### config.mk
export PLATFORM = sky130hd
export DESIGN_NAME = gn2_ram
export DESIGN_NICKNAME = d
export VERILOG_FILES = /design/src/rtl/gn2_ram.sv
export SDC_FILE = /design/constraint.sdc
export NUM_CORES = 2
export LEC_CHECK = 0
export ABC_AREA = 1
export BUFFER_PORTS_ARGS = -buffer_cell sky130_fd_sc_hd__buf_4
export CELL_PAD_IN_SITES_DETAIL_PLACEMENT = 0
export CELL_PAD_IN_SITES_GLOBAL_PLACEMENT = 1
export CORE_MARGIN = 4
export CORE_UTILIZATION = 40
export DETAILED_ROUTE_END_ITERATION = 12
export PLACE_DENSITY_LB_ADDON = 0.1
export SYNTH_ARGS = -nofsm -noshare
export SYNTH_HDL_FRONTEND = slang
export SYNTH_SLANG_ARGS = --single-unit
### constraint.sdc
create_clock -name clk -period 1.96 [get_ports clk]
set_clock_uncertainty 0.1 [all_clocks]
set_input_delay 0.294 -clock clk [delete_from_list [all_inputs] [get_ports clk]]
set_output_delay 0.294 -clock clk [all_outputs]
set_load 0.02 [all_outputs]
### src/rtl/gn2_ram.sv
// Permutation table copy: one write port, two registered read ports.
`default_nettype none
module gn2_ram #(
  parameter int ADDR_W = 8,
  parameter int DATA_W = 8
) (
  input  wire logic              clk,
  input  wire logic              we,
  input  wire logic [ADDR_W-1:0] waddr,
  input  wire logic [DATA_W-1:0] wdata,
  input  wire logic              re,
  input  wire logic [ADDR_W-1:0] raddr_a,
  input  wire logic [ADDR_W-1:0] raddr_b,
  output logic      [DATA_W-1:0] rdata_a,
  output logic      [DATA_W-1:0] rdata_b
);

  logic [DATA_W-1:0] mem [1 << ADDR_W];

  always_ff @(posedge clk) begin
    if (we) begin
      mem[waddr] <= wdata;
    end
    if (re) begin
      rdata_a <= mem[raddr_a];
      rdata_b <= mem[raddr_b];
    end
  end

endmodule
`default_nettype wire

Yosys cells after proc, flatten, opt, wreduce, memory -nomap -nowiden
Memory sizes are Yosys's and may differ from the RTL's. A register that Yosys moved wholly into a read port is not among the register bits.
Index checks and enable logic that the tools add are counted.
{"block": "word_totals", "register_bits": 0, "mem_bits_rw": 2048, "inputBits": 35, "word_cells": 3, "mem_count": 1}
{"memory": "mem", "words": 256, "word_bits": 8, "read_ports": 2, "rd_clocked_by_memory_dff": 2, "wr": 1, "line_no": "18", "text": "logic [DATA_W-1:0] mem [1 << ADDR_W];"}
{"block": "classes", "n_mux": 2}
{"op": "$mux 1", "n": 2}

Longest topological paths before layout
{"block": "depth", "depth_word": 2, "mapped_depth": 15, "mapped_depth_nobuf": 11}

Worst setup path before layout
No wires, ideal clock.
{"block": "synth_path", "path_kind": "in2reg", "startpoint": "input we", "endpoint": "memory mem[162][0], enable pin", "arrival_time_ns": 1.415, "path_slack_ns": 0.075, "cell_stages": 4, "path_buffers": 2, "path_cell_list": "clkbuf_1 -> nand3_1 -> clkbuf_1 -> nor2_1"}
{"block": "synth_between", "elab_chain_cells": 2}
{"element": "start, declared", "line_no": "8", "text": "input wire logic we,"}
{"element": "$mux 1", "line_no": "21", "text": "if (we) begin"}
{"element": "$mux 1 (implied by the code)", "line_no": "22", "text": "mem[waddr] <= wdata;"}
{"element": "end, declared", "line_no": "18"}
No other way between the ends.

Final worst setup path
{"block": "layout_path", "startpoint": "register rdata_b[7] (read register of mem)", "endpoint": "output rdata_b[7]"}
{"element": "start, declared", "line_no": "15", "text": "output logic [DATA_W-1:0] rdata_b"}
No word-level cell between the ends.

==> impl_metrics.json <==
{
  "run_status": "finished with violations",
  "headroom_to_the_max_slew_limit": 0.569,
  "wl_per_cell_um": 27.9,
  "clkSinkCount": 2064,
  "routed-via-count": 93700,
  "grt.total_usage": 0.318,
  "final_period_minus_worst_setup_slack_ps": 2080,
  "share_of_the_yosys_chip_area_belonging_to_registers": 0.596,
  "cp_max_fo": 1,
  "crit_path_start_kind": "flip-flop",
  "critical_path.max_stage_delay_ps": 560,
  "irDropWorstVdd_v": 0.000779,
  "global_route.overflow_total": 0,
  "setup_ws_final_ps": -121,
  "crit_path_top_delay_cell": "sky130_fd_sc_hd__edfxtp_1",
  "path_clk_slew_ps": 60,
  "crit_type": "reg -> out",
  "die_area_um2": 268000,
  "areaGrowthSynthToFinish_pct": 23.1,
  "proportion_of_netlist_area_held_by_the_largest_area_contributor": 0.596,
  "cap_viol_max_count": 0,
  "grt_max_degree": 82,
  "worst_slew_pin_slew_ps": 646,
  "worst_hold_startpoint": "raddr_a[6]",
  "synth-seq-cells": 2064,
  "post_synth_main_area_contributors": "sky130_fd_sc_hd__edfxtp_1 60%, sky130_fd_sc_hd__nand3_1 19%, sky130_fd_sc_hd__nand2_1 15%",
  "syn-instance-count": 11600,
  "crit_chain": "buf_6",
  "violations": "negative setup slack",
  "critPathBufInv": 1,
  "r2r_end": "rdata_b[6]$_DFFE_PP_",
  "firstDrtPassIters": 7,
  "dp_hpwl_um": 302000,
  "power_mw": 107,
  "layout.core_utilization": 0.497,
  "vias_per_cell": 5.90,
  "clock_tree.buffer_depth": 4,
  "place.port_buffers": 50,
  "synth_area_um2": 104000,
  "rsz_0062_raised_after_global_routing": "yes",
  "mostFrequentLayoutCells": "4,172 x sky130_fd_sc_hd__nand2_1, 3,716 x sky130_fd_sc_hd__nand3_1, 2,064 x sky130_fd_sc_hd__edfxtp_1, 1,049 x sky130_fd_sc_hd__buf_4, 318 x sky130_fd_sc_hd__buf_12",
  "cts_root_buffer": "sky130_fd_sc_hd__clkbuf_16",
  "hold_depth": 5,
  "routabilityCongestion": 0.955,
  "drcViolationCount": 0,
  "slack_of_the_worst_reg_to_reg_path_ps": -50,
  "critical_path.startpoint": "rdata_b[7]$_DFFE_PP_",
  "drt-total-wl_um": 443000,
  "worst-r2r-cell-count": 10,
  "max_freq_mhz": 480,
  "final_net_count": 12300,
  "drtIter0Drc": 12300,
  "ioPinCount": 51,
  "cp_top_family": "flip-flops",
  "die_y_um": 518,
  "max_slew_violations": 0,
  "cts.htree.levels": 4,
  "timing.final.hold_violations": 0,
  "synthesis.area_per_instance_um2": 8.99,
  "cts_tree": "done",
  "final_min_period_over_clock_period": 1.06,
  "timing.hold.worst_endpoint": "rdata_a[6]$_DFFE_PP_",
  "number_of_global_route_vias_before_repair": 88600,
  "power_density_nw_per_um2": 832,
  "core-area_um2": 258000,
  "report.final.setup_viol": 23,
  "cts_inserted_buffers": 235,
  "antenna_found_initial": 8,
  "total_of_fill_cells_in_the_finished_design": 23500,
  "worst_skew_pair.late_latency_ps": 930,
  "die_width_um": 518,
  "hold_path.class": "in -> reg",
  "cp_data_arrival_time_ps": 1690,
  "floorplan.rows": 186,
  "antenna_violating_nets_post_route": 0,
  "start_util": 0.403,
  "post_route_cells_drive_above_1_share": 0.168,
  "capturing_element_type_of_the_critical_path": "output port",
  "ys.warnings.count": 0,
  "reg2reg_from": "mem[55][6]$_DFFE_PP_",
  "cellLeakagePower_nw": 49.4,
  "mostFrequentLayoutCell": "sky130_fd_sc_hd__nand2_1",
  "synth.largest_area_cell": "sky130_fd_sc_hd__edfxtp_1",
  "grt_pass1_wl_um": 633000,
  "ys_types": 12,
  "worst-endpoint-required_ps": 1570,
  "mappedNetlistNets": 11600
}
sequential cells by signal (all words and copies together) (netlist names):
| name | flops |
|---|---|
| mem | 2048 |
| rdata_a | 8 |
| rdata_b | 8 |
how the worst max path moves through the flow:
stage                            endpoint  slack (ps)  depth (start not counted)
floorplan           mem[162][0]$_DFFE_PP_          70                          4
global placement     rdata_b[6]$_DFFE_PP_       -1200                         15
detailed placement   rdata_b[6]$_DFFE_PP_       -1230                         15
CTS                            rdata_b[7]        -180                          1
global route                   rdata_b[0]        -140                          1
finish                         rdata_b[7]        -120                          1
cells in the mapped netlist, drive strengths merged:
master and n:
buf 738, clkbuf 194, edfxtp 2064, inv 47, nand2 4211, nand3 4035
nor2 283
kinds of logic after synthesis:
logic type,share of synthesized area
flip-flops,0.596
buffers and inverters,0.0478
AND/OR/NAND/NOR,0.356
power breakdown:
group          total (mW)  internal (mW)  switching (mW)  leakage, nW
sequential           48.8           48.7           0.115         18.6
clock                44.1           25.5            18.6         3.64
combinational        13.6           4.38            9.26         27.2
total                 107           78.6            28.0         49.4
through the flow:
step                      cell area (um2)  std cells  setup TNS, ps  setup slack, ps  hold WS (ps)
after floorplan                    104000      11600              0             74.5           293
after global placement             118000      15400         -37680            -1200           427
after detailed placement           118000      15400         -50580            -1230           429
after CTS                          127000      15900          -2020             -182          50.0
after global routing               128000      15900          -2060             -145          89.4
final                              128000      15900          -1510             -121           108
routing by layer:
layer / GRT usage / routed length, um / vias to the layer above
li1: - / - / 41700
met1: 0.444 / 181000 / 45700
met2: 0.487 / 196000 / 5356
met3: 0.0532 / 42300 / 938
met4: 0.147 / 22900 / 4
met5: 0 / 27 / -
area by class of cell:
type	count	area [um2]	area share
Multi-Input combinational cell	8529	39200	0.306
Antenna cell	6	15.0	0.000117
Tap cell	3384	4230	0.0331
Inverter	47	262	0.00204
Clock buffer	286	6090	0.0476
Timing Repair Buffer	1421	14900	0.117
Clock inverter	134	1380	0.0108
Sequential cell	2064	62000	0.484
timing repair:
item,CTS,global route
resized for setup,220,202
cloned,0,1
endpoints found under the hold margin,1727,0
hold buffers,11,0
setup buffers,1,1
endpoints found under the setup margin,32,32
pin swaps,16,22
(Power assumes the default switching activity.)
