==> config.mk <==
export PLATFORM = sky130hd
export DESIGN_NAME = gn2_lerp
export DESIGN_NICKNAME = d
export VERILOG_FILES = /design/src/rtl/gn2_pkg.sv /design/src/rtl/gn2_lerp.sv
export SDC_FILE = /design/constraint.sdc
export NUM_CORES = 1
export LEC_CHECK = 0
export BUFFER_PORTS_ARGS = -buffer_cell sky130_fd_sc_hd__buf_2
export CAP_MARGIN = 20
export CORE_ASPECT_RATIO = 0.5
export CORE_MARGIN = 2
export CORE_UTILIZATION = 37
export CTS_BUF_LIST = sky130_fd_sc_hd__clkbuf_16
export CTS_CLUSTER_DIAMETER = 80
export DETAILED_ROUTE_END_ITERATION = 8
export PLACE_DENSITY = 0.63
export SYNTH_ARGS = -nofsm -noshare
export SYNTH_HDL_FRONTEND = slang
export SYNTH_SLANG_ARGS = --single-unit
==> constraint.sdc <==
create_clock -name clk -period 25.8 [get_ports clk]
set_input_delay 2.58 -clock clk [delete_from_list [all_inputs] [get_ports clk]]
set_output_delay 2.58 -clock clk [all_outputs]
set_load 0.03 [all_outputs]
==> src/rtl/gn2_pkg.sv <==
// Types, constants and helper functions of the gradient noise block.
`default_nettype none
package gn2_pkg;

  localparam int TABLE_BITS    = 8;
  localparam int FRACTION_BITS = 16;
  localparam int TBL_DEPTH     = 1 << TABLE_BITS;
  localparam int FRAC_DN       = (FRACTION_BITS >= 16) ? FRACTION_BITS - 16 : 0;
  localparam int FRAC_UP       = (FRACTION_BITS < 16) ? 16 - FRACTION_BITS : 0;
  localparam int DOT_W         = 20;
  localparam int FADE_W        = 17;

  localparam logic OP_LOAD = 1'b0;
  localparam logic OP_EVAL = 1'b1;

  typedef logic [TABLE_BITS-1:0] tbl_t;

  typedef struct packed {
    logic        op;
    logic [7:0]  table_index;
    logic [7:0]  table_value;
    logic [23:0] x_coord;
    logic [23:0] y_coord;
  } in_item_t;

  typedef struct packed {
    logic signed [15:0] noise_value;
    logic [7:0]         brightness;
  } out_item_t;

  // Bring the coordinate fraction to Q16.
  function automatic logic [15:0] frac_q16(input logic [23:0] c);
    logic [31:0] f;
    begin
      f = 32'(c[FRACTION_BITS-1:0]);
      return 16'((f >> FRAC_DN) << FRAC_UP);
    end
  endfunction

  // Integer cell, wrapped to the table size.
  function automatic tbl_t cell_index(input logic [23:0] c);
    return TABLE_BITS'(c >> FRACTION_BITS);
  endfunction

  // Dot product of a diagonal gradient with the corner offset.
  function automatic logic signed [DOT_W-1:0] corner_dot(input logic [1:0] h,
                                                          input logic signed [16:0] dx,
                                                          input logic signed [16:0] dy);
    logic signed [DOT_W-1:0] ex, ey, sx, sy;
    begin
      ex = DOT_W'(dx);
      ey = DOT_W'(dy);
      sx = (h == 2'd0 || h == 2'd3) ? ex : -ex;
      sy = (h == 2'd0 || h == 2'd1) ? ey : -ey;
      return sx + sy;
    end
  endfunction

endpackage
`default_nettype wire

==> src/rtl/gn2_lerp.sv <==
// Registered linear blend a + round(t*(b-a)) in Q16.
`default_nettype none
module gn2_lerp import gn2_pkg::*; (
  input  wire logic                    clk,
  input  wire logic                    en,
  input  wire logic        [FADE_W-1:0] t,
  input  wire logic signed [DOT_W-1:0]  a,
  input  wire logic signed [DOT_W-1:0]  b,
  output logic      signed [DOT_W-1:0]  y
);

  logic signed [DOT_W:0]          diff;
  logic signed [DOT_W+FADE_W+1:0] prod;
  logic signed [DOT_W+FADE_W+1:0] step;

  always_comb begin
    diff = (DOT_W + 1)'(b) - (DOT_W + 1)'(a);
    prod = (DOT_W + FADE_W + 2)'($signed({1'b0, t})) * (DOT_W + FADE_W + 2)'(diff)
           + (DOT_W + FADE_W + 2)'(32768);
    step = prod >>> 16;
  end

  always_ff @(posedge clk) begin
    if (en) begin
      y <= a + DOT_W'(step);
    end
  end

endmodule
`default_nettype wire

-- Word-level counts from Yosys, hierarchy flattened
Index checks and enable logic that the tools add are counted.
- bits in registers: 20
- latch bits: 0
- RAM bits: 0
- memory bits (read-only): 0
- input bits: 59
- output and inout bits: 20
- memories kept: 0
- add/sub/neg operators: 3
- multiply operators: 1
- divide/modulo/power cells: 0
- magnitude comparators: 0
- equal/unequal tests: 0
- shift-type cells: 0
- muxes and demuxes: 0
- bitwise operators: 0
- reductions and logical operators: 0
- operators with widths (kind ; number):
    adder 36 x 17 -> 36 bit, second input constant ; 1
    multiplier 18 x 21 -> 36 bit ; 1
    subtractor 20 x 20 -> 21 bit ; 1
    adder 20 bit ; 1

-- Longest topological paths before layout
- depth after elaboration: 4
- gate-level depth with buffers: 44
- depth with buffers taken out: 43

-- Worst setup path before layout
No wires, ideal clock.
- kind: input-to-reg
- start point: in a[4]
- end point: reg y[19] (data pin)
- library setup time: 268 ps
- arrival: 11206 ps
- required time: 25532 ps
- slack: 14326 ps
- stages on the path: 39
- buffers on the path: 1
- cell sequence: inv_1 -> ha_1 -> and2_1 -> o21a_1 -> a311oi_2 -> a21oi_1 -> o21a_1 -> o21a_1 -> o21ai_2 -> a211o_1 -> buf_2 -> a31oi_1 -> fa_1 -> inv_1 -> fa_1 -> fa_1 -> inv_1 -> fa_1 -> [... 3 more ...] -> inv_1 -> ha_1 -> a21o_1 -> a221oi_1 -> nor2b_1 -> o31ai_1 -> o31ai_1 -> nand2b_1 -> a21o_1 -> a21oi_1 -> xnor2_1 -> ha_1 -> or2_2 -> a21oi_1 -> a21oi_1 -> a31oi_1 -> xnor2_1 -> xnor3_1
- cells in the longest elaborated chain, start to end: 4
- ends and longest elaborated chain (what ; line ; source):
    start, declared ; gn2_lerp.sv:7 ; input wire logic signed [DOT_W-1:0] a,
    subtractor 20 x 20 -> 21 bit ; gn2_lerp.sv:17 ; diff = (DOT_W + 1)'(b) - (DOT_W + 1)'(a);
    multiplier 18 x 21 -> 36 bit ; gn2_lerp.sv:18 ; prod = (DOT_W + FADE_W + 2)'($signed({1'b0, t})) * (DOT_W + FADE_W + 2)'(diff)
    adder 36 x 17 -> 36 bit ; gn2_lerp.sv:19 ; + (DOT_W + FADE_W + 2)'(32768);
    adder 20 bit * ; gn2_lerp.sv:25 ; y <= a + DOT_W'(step);
    end signal, assigned ; gn2_lerp.sv:25 ;
    end, declared ; gn2_lerp.sv:9 ; output logic signed [DOT_W-1:0] y
Every way passes the cells marked *; elsewhere a longest branch is shown, timed or not.
A chain may end at the register's enable or synchronous reset.

-- Worst setup path after layout
- start point: in a[0]
- end point: reg y[19] (data pin)
The elaborated chain is that of the path after synthesis.

==> flow_metrics.tcl <==
set metrics [dict create \
    status "finished, final reports clean" \
    drc 0 \
    setup_viol 0 \
    drt-initial-drc-count 611 \
    final_layout_size_suffix_gt1_frac 0.06783 \
    cts_setup_buffers 0 \
    hp-start "a[0]" \
    wl_per_cell_um 16.57 \
    diodes 0 \
    cp_max_fo 11 \
    cts_root_buf "clkbuf_16" \
    hold_viol 0 \
    grt_util_all_layers 0.1845 \
    ys_warn_count 0 \
    die_w_um 289.0 \
    die_y_um 146.5 \
    firstDrtPassIters 5 \
    post-synth-top-count-cell "inv_1" \
    max_cap_viol_count 0 \
    synth_common_cells "inv_1, fa_1, nand2_1, ha_1, and2_1" \
    placedCellCount 2261 \
    dp_hpwl_um 31310 \
    area_growth_pct 7.562 \
    portBuffers 78 \
    cts_buffer_depth 2 \
    antenna_found_initial 0 \
    synth_nets 2222 \
    cts_tree "done" \
    synth_simple_gate_area_share 0.1516 \
    largest_reg_flops 20 \
    max_stage_delay_ps 650 \
    synth_xor_xnor_area_share 0.03998 \
    min_to "y[0]" \
    grt_overflow 0 \
    slowest_stage "o311ai_1" \
    worst-setup-path-type "in2reg" \
    layout.nets 2271 \
    grt_pass1_vias 11640 \
    synth_top_family_by_area "adder cells" \
    cts_buffers 3 \
    layout.cells.non_filler 2265 \
    largest_registers "y: 20 flops" \
    cpMostUsedCell "fa_1" \
    slew_viol_final 0 \
    slew_headroom 0.3623 \
    synthAdderAreaFrac 0.5732 \
    worst_pin_slew_ps 953.1 \
    rsz0062_at_grt "false" \
    synth_area_mm2 0.01502 \
    tns_ps 0 \
    die_area_mm2 0.04233 \
    period_minus_slack_ps 12690 \
    coreArea_mm2 0.04021 \
    clock-sinks 20 \
    ant_nets 0 \
    clk_pin_slew_ps 60 \
    ys_ff_latch 20 \
    grt_first_pass_wirelength_um 61200 \
    ctsResizeCount 0 \
    avgSynthCellArea_um2 8.958 \
    fill_cells 4120 \
    synth-edff-count 20 \
    synthDistinctLibCells 64 \
    critical_path_required_ps 25810 \
    seq_area_um2 600.6 \
    synth_compound_area_frac 0.06588 \
    start_util 0.3736 \
    synthCells 1677 \
    ys_top_cells_by_area "fa_1, ha_1, inv_1, and2_1, nand2_1" \
    ctsHoldBuffers 0 \
    whs_ps 2637 \
    final_util 0.4019 \
    wl_um 37540 \
    yosys_most_used_dff "edfxtp_1" \
    arrival_ps 12700 \
    synth_mux_area_frac 0.002165 \
    min_path_type "in2reg" \
    synth_top_area_cell "fa_1" \
    htreeDepth 1 \
    io_pins 79 \
    hold_depth 2 \
    async_flop_share 0 \
    synth_top_area_frac 0.4491 \
    rows 52 \
    end_kind "register" \
    via_count 11060 \
    grt_max_degree 22 \
    multi_input_area_mm2 0.01255 \
    regMostFlops "y" \
    startpoint_type "input port" \
    gp_congestion 0.9047 \
    fmax_mhz 78.82 \
    yosysSeqAreaShare 0.03998 \
    period_share 0.4918 \
    viasPerCell 4.882 \
]
through the flow:
stage	worst slack, ps	instance area, um2
2_1_floorplan	14330	15020
6_report	13110	16160
4_1_cts	13220	16160
3_5_place_dp	12990	16050
3_3_place_gp	13050	16050
5_1_grt	12580	16160
metal layers:
| layer | part of all wire | global-route usage | vias up |
|---|---|---|---|
| li1 | - | - | 5082 |
| met1 | 0.42 | 0.2443 | 5666 |
| met2 | 0.51 | 0.3250 | 253 |
| met3 | 0.047 | 0.02016 | 57 |
| met4 | 0.024 | 0.04046 | 0 |
| met5 | 0 | 0 | - |
layout make-up:
cell class                 count  area share
multi-input combinational   1150      0.7765
sequential                    20     0.03717
clock buffer                   3    0.004646
tap                          540     0.04181
inverter                     456      0.1059
timing repair buffer          95     0.03206
clock inverter                 1    0.001858
layout by cell type, fill, tap and decap left out, drive strengths merged, types with 4 or more instances in the layout:
cell type	instances
a211oi	5
a21boi	4
a21o	10
a21oi	39
a31oi	14
and2	146
buf	95
edfxtp	20
fa	337
ha	149
inv	456
nand2	166
nand2b	13
nand3	17
nor2	42
nor2b	17
nor3	30
o21a	13
o21ai	22
o21bai	7
o31ai	11
xnor2	47
xor2	19
cells by family after synthesis:
family	after synthesis
AOI/OAI and AO/OA	145
xor gates and xnor gates	67
adders and majority gates	486
buffers and inverters	507
DFF	20
muxes	3
and+or+nand+nor	449
worst max-delay path: cells and delay by family:
kind,cells,cell delay [ps]
AND/OR/NAND/NOR,8,1150
adder cells (fa/ha/maj),10,4230
AO/OA/AOI/OAI,14,3760
buffers and inverters,5,290
XOR/XNOR,3,680
worst max-delay path by stage:
| stage | slack, ps | depth (start not counted) | startpoint | to |
|---|---|---|---|---|
| 2_1_floorplan | 14330 | 39 | a[4] | y[19] |
| 3_3_place_gp | 13050 | 38 | a[0] | y[19] |
| 3_5_place_dp | 12990 | 39 | a[0] | y[19] |
| 4_1_cts | 13220 | 39 | a[0] | y[19] |
| 5_1_grt | 12580 | 39 | a[0] | y[19] |
| 6_report | 13110 | 40 | a[0] | y[19] |
Power is not shown: default switching activity piles up to over one toggle a cycle in this logic, so the estimate is an artifact.
