==> src/rtl/gn2_pkg.sv <==
// Types, constants and helper functions of the gradient noise block.
`default_nettype none
package gn2_pkg;

  localparam int TABLE_BITS    = 8;
  localparam int FRACTION_BITS = 16;
  localparam int TBL_DEPTH     = 1 << TABLE_BITS;
  localparam int FRAC_DN       = (FRACTION_BITS >= 16) ? FRACTION_BITS - 16 : 0;
  localparam int FRAC_UP       = (FRACTION_BITS < 16) ? 16 - FRACTION_BITS : 0;
  localparam int DOT_W         = 20;
  localparam int FADE_W        = 17;

  localparam logic OP_LOAD = 1'b0;
  localparam logic OP_EVAL = 1'b1;

  typedef logic [TABLE_BITS-1:0] tbl_t;

  typedef struct packed {
    logic        op;
    logic [7:0]  table_index;
    logic [7:0]  table_value;
    logic [23:0] x_coord;
    logic [23:0] y_coord;
  } in_item_t;

  typedef struct packed {
    logic signed [15:0] noise_value;
    logic [7:0]         brightness;
  } out_item_t;

  // Bring the coordinate fraction to Q16.
  function automatic logic [15:0] frac_q16(input logic [23:0] c);
    logic [31:0] f;
    begin
      f = 32'(c[FRACTION_BITS-1:0]);
      return 16'((f >> FRAC_DN) << FRAC_UP);
    end
  endfunction

  // Integer cell, wrapped to the table size.
  function automatic tbl_t cell_index(input logic [23:0] c);
    return TABLE_BITS'(c >> FRACTION_BITS);
  endfunction

  // Dot product of a diagonal gradient with the corner offset.
  function automatic logic signed [DOT_W-1:0] corner_dot(input logic [1:0] h,
                                                          input logic signed [16:0] dx,
                                                          input logic signed [16:0] dy);
    logic signed [DOT_W-1:0] ex, ey, sx, sy;
    begin
      ex = DOT_W'(dx);
      ey = DOT_W'(dy);
      sx = (h == 2'd0 || h == 2'd3) ? ex : -ex;
      sy = (h == 2'd0 || h == 2'd1) ? ey : -ey;
      return sx + sy;
    end
  endfunction

endpackage
`default_nettype wire

==> src/rtl/gn2_fade.sv <==
// Three-stage fade curve 6t^5-15t^4+10t^3 in Q16.
`default_nettype none
module gn2_fade import gn2_pkg::*; (
  input  wire logic              clk,
  input  wire logic              en,
  input  wire logic [15:0]       t,
  output logic      [FADE_W-1:0] fade
);

  logic [15:0] t_r;
  logic [31:0] t2_r;
  logic [19:0] q16_r;
  logic [31:0] cube_r;
  logic [36:0] quad;
  logic [47:0] cube_full;
  logic [52:0] prod;

  always_comb begin
    quad      = (37'd10 << 32) + 37'(t2_r) * 37'd6 - ((37'(t_r) * 37'd15) << 16);
    cube_full = 48'(t2_r) * 48'(t_r);
    prod      = 53'(cube_r) * 53'(q16_r) + (53'd1 << 31);
  end

  always_ff @(posedge clk) begin
    if (en) begin
      t_r    <= t;
      t2_r   <= 32'(t) * 32'(t);
      q16_r  <= quad[35:16];
      cube_r <= cube_full[47:16];
      fade   <= prod[48:32];
    end
  end

endmodule
`default_nettype wire

==> config.mk <==
export PLATFORM = sky130hd
export DESIGN_NAME = gn2_fade
export DESIGN_NICKNAME = d
export VERILOG_FILES = /design/src/rtl/gn2_pkg.sv /design/src/rtl/gn2_fade.sv
export SDC_FILE = /design/constraint.sdc
export NUM_CORES = 2
export LEC_CHECK = 0
export ABC_AREA = 1
export BUFFER_PORTS_ARGS = -buffer_cell sky130_fd_sc_hd__buf_2
export CAP_MARGIN = 25
export CORE_MARGIN = 5
export CORE_UTILIZATION = 42
export DETAILED_ROUTE_END_ITERATION = 6
export GPL_ROUTABILITY_DRIVEN = 0
export MAX_ROUTING_LAYER = met4
export PLACE_DENSITY = 0.66
export SLEW_MARGIN = 10
export SYNTH_ARGS = -nofsm -noshare
export SYNTH_HDL_FRONTEND = slang
export SYNTH_SLANG_ARGS = --single-unit
==> constraint.sdc <==
create_clock -name clk -period 7.2 [get_ports clk]
set_clock_uncertainty 0.2 [all_clocks]
set_input_delay 0.36 -clock clk [delete_from_list [all_inputs] [get_ports clk]]
set_output_delay 0.36 -clock clk [all_outputs]
set_load 0.05 [all_outputs]
* After elaboration in Yosys (flattened, before gate mapping)
Cells that the tools add are included.
** Cells by class
- Add/sub/neg operators :: 3
- Multipliers :: 5
** Operator list (count)
- adder 49 x 32 -> 49 bit, second input constant :: 1
- multiplier 32 x 20 -> 49 bit :: 1
- multiplier 32 x 16 -> 48 bit :: 1
- adder 36 x 35 -> 36 bit, first input constant :: 1
- subtractor 36 bit :: 1
- multiplier 32 x 2 -> 34 bit, second input constant :: 1
- multiplier 16 x 16 -> 32 bit :: 1
- multiplier 16 x 4 -> 20 bit, second input constant :: 1
** Storage, ports and cells
- Register bits :: 117
- Input port bits :: 18

* Longest topological paths before layout
- Word-level depth :: 3
- Depth in mapped cells :: 29
- Depth with buffers taken out :: 28

* Worst setup path before layout
OpenSTA, ideal clock, no wires.
- Path type :: register to register
- Start :: register cube_r[29]
- End :: register fade[15] (data pin)
- Setup time :: 0.252 ns
- Cell stages (with the launch flop) :: 27
- Data arrival time :: 5.770 ns
- Required time :: 6.748 ns
- Path slack :: 0.978 ns
- Period minus slack after synthesis :: 6.222 ns
- Cells stage by stage :: edfxtp_1 -> clkbuf_1 -> clkbuf_1 -> nand2_1 -> fa_1 -> inv_1 -> fa_1 -> fa_1 -> fa_1 -> inv_1 -> fa_1 -> inv_1 -> fa_1 -> inv_1 -> fa_1 -> inv_1 -> ha_1 -> nand2_1 -> nor2_4 -> inv_2 -> nor2_4 -> inv_2 -> nor2_2 -> and3_1 -> nand2_1 -> nand3_1 -> nand2_1
** Between the ends
- Word-level cells in the longest chain between the ends :: 2
** RTL lines
- start, declared :: line gn2_fade.sv:13 : logic [31:0] cube_r;
- start signal, assigned :: line gn2_fade.sv:29 : cube_r <= cube_full[47:16];
- multiplier 32 x 20 -> 49 bit :: line gn2_fade.sv:21 : prod = 53'(cube_r) * 53'(q16_r) + (53'd1 << 31);
- adder 49 x 32 -> 49 bit :: line gn2_fade.sv:21
- named net prod[47] :: line gn2_fade.sv:16 : logic [52:0] prod;
- end signal, assigned :: line gn2_fade.sv:30 : fade <= prod[48:32];
- end, declared :: line gn2_fade.sv:7 : output logic [FADE_W-1:0] fade
The timed path passes the listed nets, and every way through them passes these cells.
A chain may end at the register's enable or synchronous reset.

* Final worst setup path
- Start :: register q16_r[8]
- End :: register fade[13] (data pin)
** Between the ends
- Word-level cells in the longest chain between the ends :: 2
** RTL lines
- start, declared :: line gn2_fade.sv:12 : logic [19:0] q16_r;
- start signal, assigned :: line gn2_fade.sv:28 : q16_r <= quad[35:16];
- multiplier 32 x 20 -> 49 bit :: line gn2_fade.sv:21
- adder 49 x 32 -> 49 bit :: line gn2_fade.sv:21
- named net prod[45] :: line gn2_fade.sv:16
The timed path passes the listed nets, and every way through them passes these cells.

==> summary.txt <==
Yosys
  – Top cell type's share of synthesized area: 0.409
  – Synthesis-stage register bit count: 115
  – Sequential fraction of the synthesis area: 0.0622
  – Post-synth top cells: inv_1 (2172), nand2_1 (2045), fa_1 (1135)
  – Syn_area_per_cell: 7.51 um^2
  – Post-Synthesis Cells: 7392
  – Synth top area cells: fa_1 (41%), inv_1 (15%), nand2_1 (14%)
  – Yosys warns: 0
  – Post-synth ARST share: 0
  – Count leader, synth: inv_1
  – Number of flops mapped to enable cells by yosys: 115
  – Synth Flop Type: edfxtp_1
  – Library cells used by synthesis: 44
  – Largest area contributor in the netlist: fa_1
  – Mapped Area: 0.0555 mm^2

Die
  – Starting Density: 0.422
  – Die Y: 374 um
  – Core Area: 0.131 mm^2
  – # rows: 133
  – DIE WIDTH: 374 um
  – Full die area: 0.140 mm^2
  – I/O pin cnt: 35

Placement
  – Post-detail-place hpwl: 125000 um
  – Pre-CTS WS: 0.414 ns
  – Port-buffer cells: 34
  – DP Area: 0.0580 mm^2
  – Placed cells: 9051

Routing
  – Met2 wire length: 71400 um
  – Total wire length: 150000 um
  – Met1 WL: 62000 um
  – Top layer in use: met4
  – Avg WL per Cell: 16.5 um
  – Vias per cell: 5.00
  – DRT iter0 DRCs: 3456
  – DR vias: 45400
  – DRC violations left: 0
  – Antenna-violating nets left: 0
  – Pre-antenna DRT Iters: 6
  – DR WL met3: 10800 um

Min path
  – Hold Crit Depth: 1
  – HP Class: in -> reg
  – HP Start: en
  – Hold worst-path end: fade[10]

Run
  – Max_cap viols: 0

Critical path
  – Kind of critical path: reg -> reg
  – Cell mode on critical path: fa_1
  – Crit-path max cell delay: 0.89 ns
  – Worst path top cell family by delay: adder cells
  – Reg-to-Reg Start: q16_r[8]
  – Crit start category: flip-flop
  – R2R cell count: 22
  – Buf/Inv on CP: 5
  – Crit path launch: q16_r[8]
  – CP endpoint kind: flip-flop
  – Reg2Reg Setup Slack: 0.34 ns
  – Critical Path Fanout Max: 15
  – Crit path cell chain: buf_4 > nand2_1 > fa_1 > inv_1 > fa_1 > fa_1 > fa_1 > inv_1 > fa_1 > inv_1 > fa_1 > ha_1 > ha_1 > nand2_1 > nor2_1 > inv_2 > nor3_2 > nand3_1 > nor3_2 > nand2_1 > nand4_1 > nand2_1
  – Worst EP required: 7.23 ns
  – Slowest stage cell, crit path: edfxtp_1
  – Worst EP arrival: 6.89 ns
  – FF-to-FF End: fade[13]

CTS
  – Clock root cell: clkbuf_16
  – CTS tree: built
  – Setup bufs post-CTS: 0
  – Worst-skew pair later-pin latency: 0.49 ns
  – Post-cts gate resize count: 0
  – Clock slew at reported path FFs: 0.07 ns
  – # H-tree levels: 4
  – Post-CTS Hold Buffers: 0
  – Clock Path Buffers: 2
  – CTS Sinks: 115
  – Cts bufs inserted: 17

Timing
  – Final setup violation count: 0
  – Setup TNS: 0 ns
  – Fmax: 146 MHz
  – Min Tclk post-route: 6.86 ns
  – Final Max Slew Viols: 0
  – Final hold violation count: 0
  – RSZ-0062 raised after global routing: no
  – Worst-Margin Slew: 1.13 ns
  – Relative slew margins: 0.248
  – Final worst-path cycle share: 0.953
  – Slack of the critical path: 0.339 ns

Outcome
  – Status: finished, final reports clean

Finish
  – Post-route cell area: 0.0586 mm^2
  – Share of layout cells above drive strength 1: 0.0351
  – Final Non-Filler Cells: 9084
  – ANT cells: 0
  – Layout Nets: 8965
  – Area growth, synth to finish: 5.61%
  – Multi-input gate area: 0.0429 mm^2
  – Seq. cell area: 0.00345 mm^2
  – Fill cells: 13100

GRT
  – Pin count of the biggest net entering global routing: 54
  – GRT overflow: 0
  – Initial antenna violation count: 1
  – Wire length of the first global-routing pass: 248000 um
  – Vias in the first global route: 48400
  – GR Util All Layers: 0.225
[layout by cell type, fill, tap and decap left out, types with 10 or more instances in the layout]
cell / n
nand2_1: 2045
nand2_2: 10
a31oi_1: 10
xnor2_1: 26
nor2_2: 14
inv_1: 2172
nand3b_1: 12
o21ai_0: 114
o21a_1: 12
o21bai_1: 38
nor2_1: 301
clkbuf_16: 17
nand4_1: 51
nor3_1: 22
edfxtp_1: 115
a21oi_1: 223
o21ai_1: 16
buf_4: 119
fa_1: 1135
ha_1: 496
buf_2: 33
a21o_1: 16
xor2_1: 71
inv_2: 10
nand3_1: 159
[logic make-up (layout without fill, tap and decap cells)]
logic type,count (synthesis),count (layout),share of synthesized area
simple gates,2652,2652,0.191
buf+inv,2445,2378,0.166
fa+ha+maj,1631,1631,0.521
compound gates,450,450,0.0450
flops,115,115,0.0622
xor+xnor,97,97,0.0153
other cells,2,6,0.000135
[final cells by class]
cell class	count	area share
well taps	1755	0.0375
flip-flops and latches	115	0.0589
multi-input cells	4836	0.731
inverters	2182	0.140
clock buffers	18	0.00732
repair buffers	164	0.0223
clock inverters	14	0.00282
[registers in the layout, summed over array words and instances (netlist names)]
name	count
cube_r	32
t_r	16
q16_r	20
t2_r	30
fade	17
[stage by stage]
stage / util / hold slack, ns
after floorplan: - / 0.259
after global placement: 0.441 / 0.615
after detailed placement: 0.441 / 0.620
after CTS: 0.446 / 0.0929
after global routing: 0.446 / 0.118
final: 0.446 / 0.125
[worst register-to-register path: stages, from the launching register on]
cell      delay [ns]
edfxtp_1        0.89
buf_4           0.31
nand2_1         0.09
fa_1            0.57
inv_1           0.05
fa_1            0.48
fa_1            0.51
fa_1            0.56
inv_1           0.05
fa_1            0.48
inv_1           0.05
fa_1            0.49
ha_1            0.30
ha_1            0.40
nand2_1         0.13
nor2_1          0.16
inv_2           0.06
nor3_2          0.21
nand3_1         0.17
nor3_2          0.14
nand2_1         0.13
nand4_1         0.10
nand2_1         0.08
[how the worst max path moves through the flow]
| stage | slack [ns] | endpoint | cells after the start |
|---|---|---|---|
| floorplan | 0.98 | fade[15] | 26 |
| CTS | 0.40 | fade[13] | 22 |
| detailed placement | 0.41 | fade[13] | 22 |
| global route | 0.09 | fade[1] | 24 |
| finish | 0.34 | fade[13] | 22 |
| global placement | 0.45 | fade[13] | 20 |
[routing by layer]
metal	track usage	vias up
met5	-	-
met4	0.0763	0
met3	0.0288	320
met2	0.376	1672
met1	0.286	22400
li1	-	21000
Power is left out: the tool's default activity adds up to more than one toggle a clock period on the data nets, which glitch-free logic cannot reach.
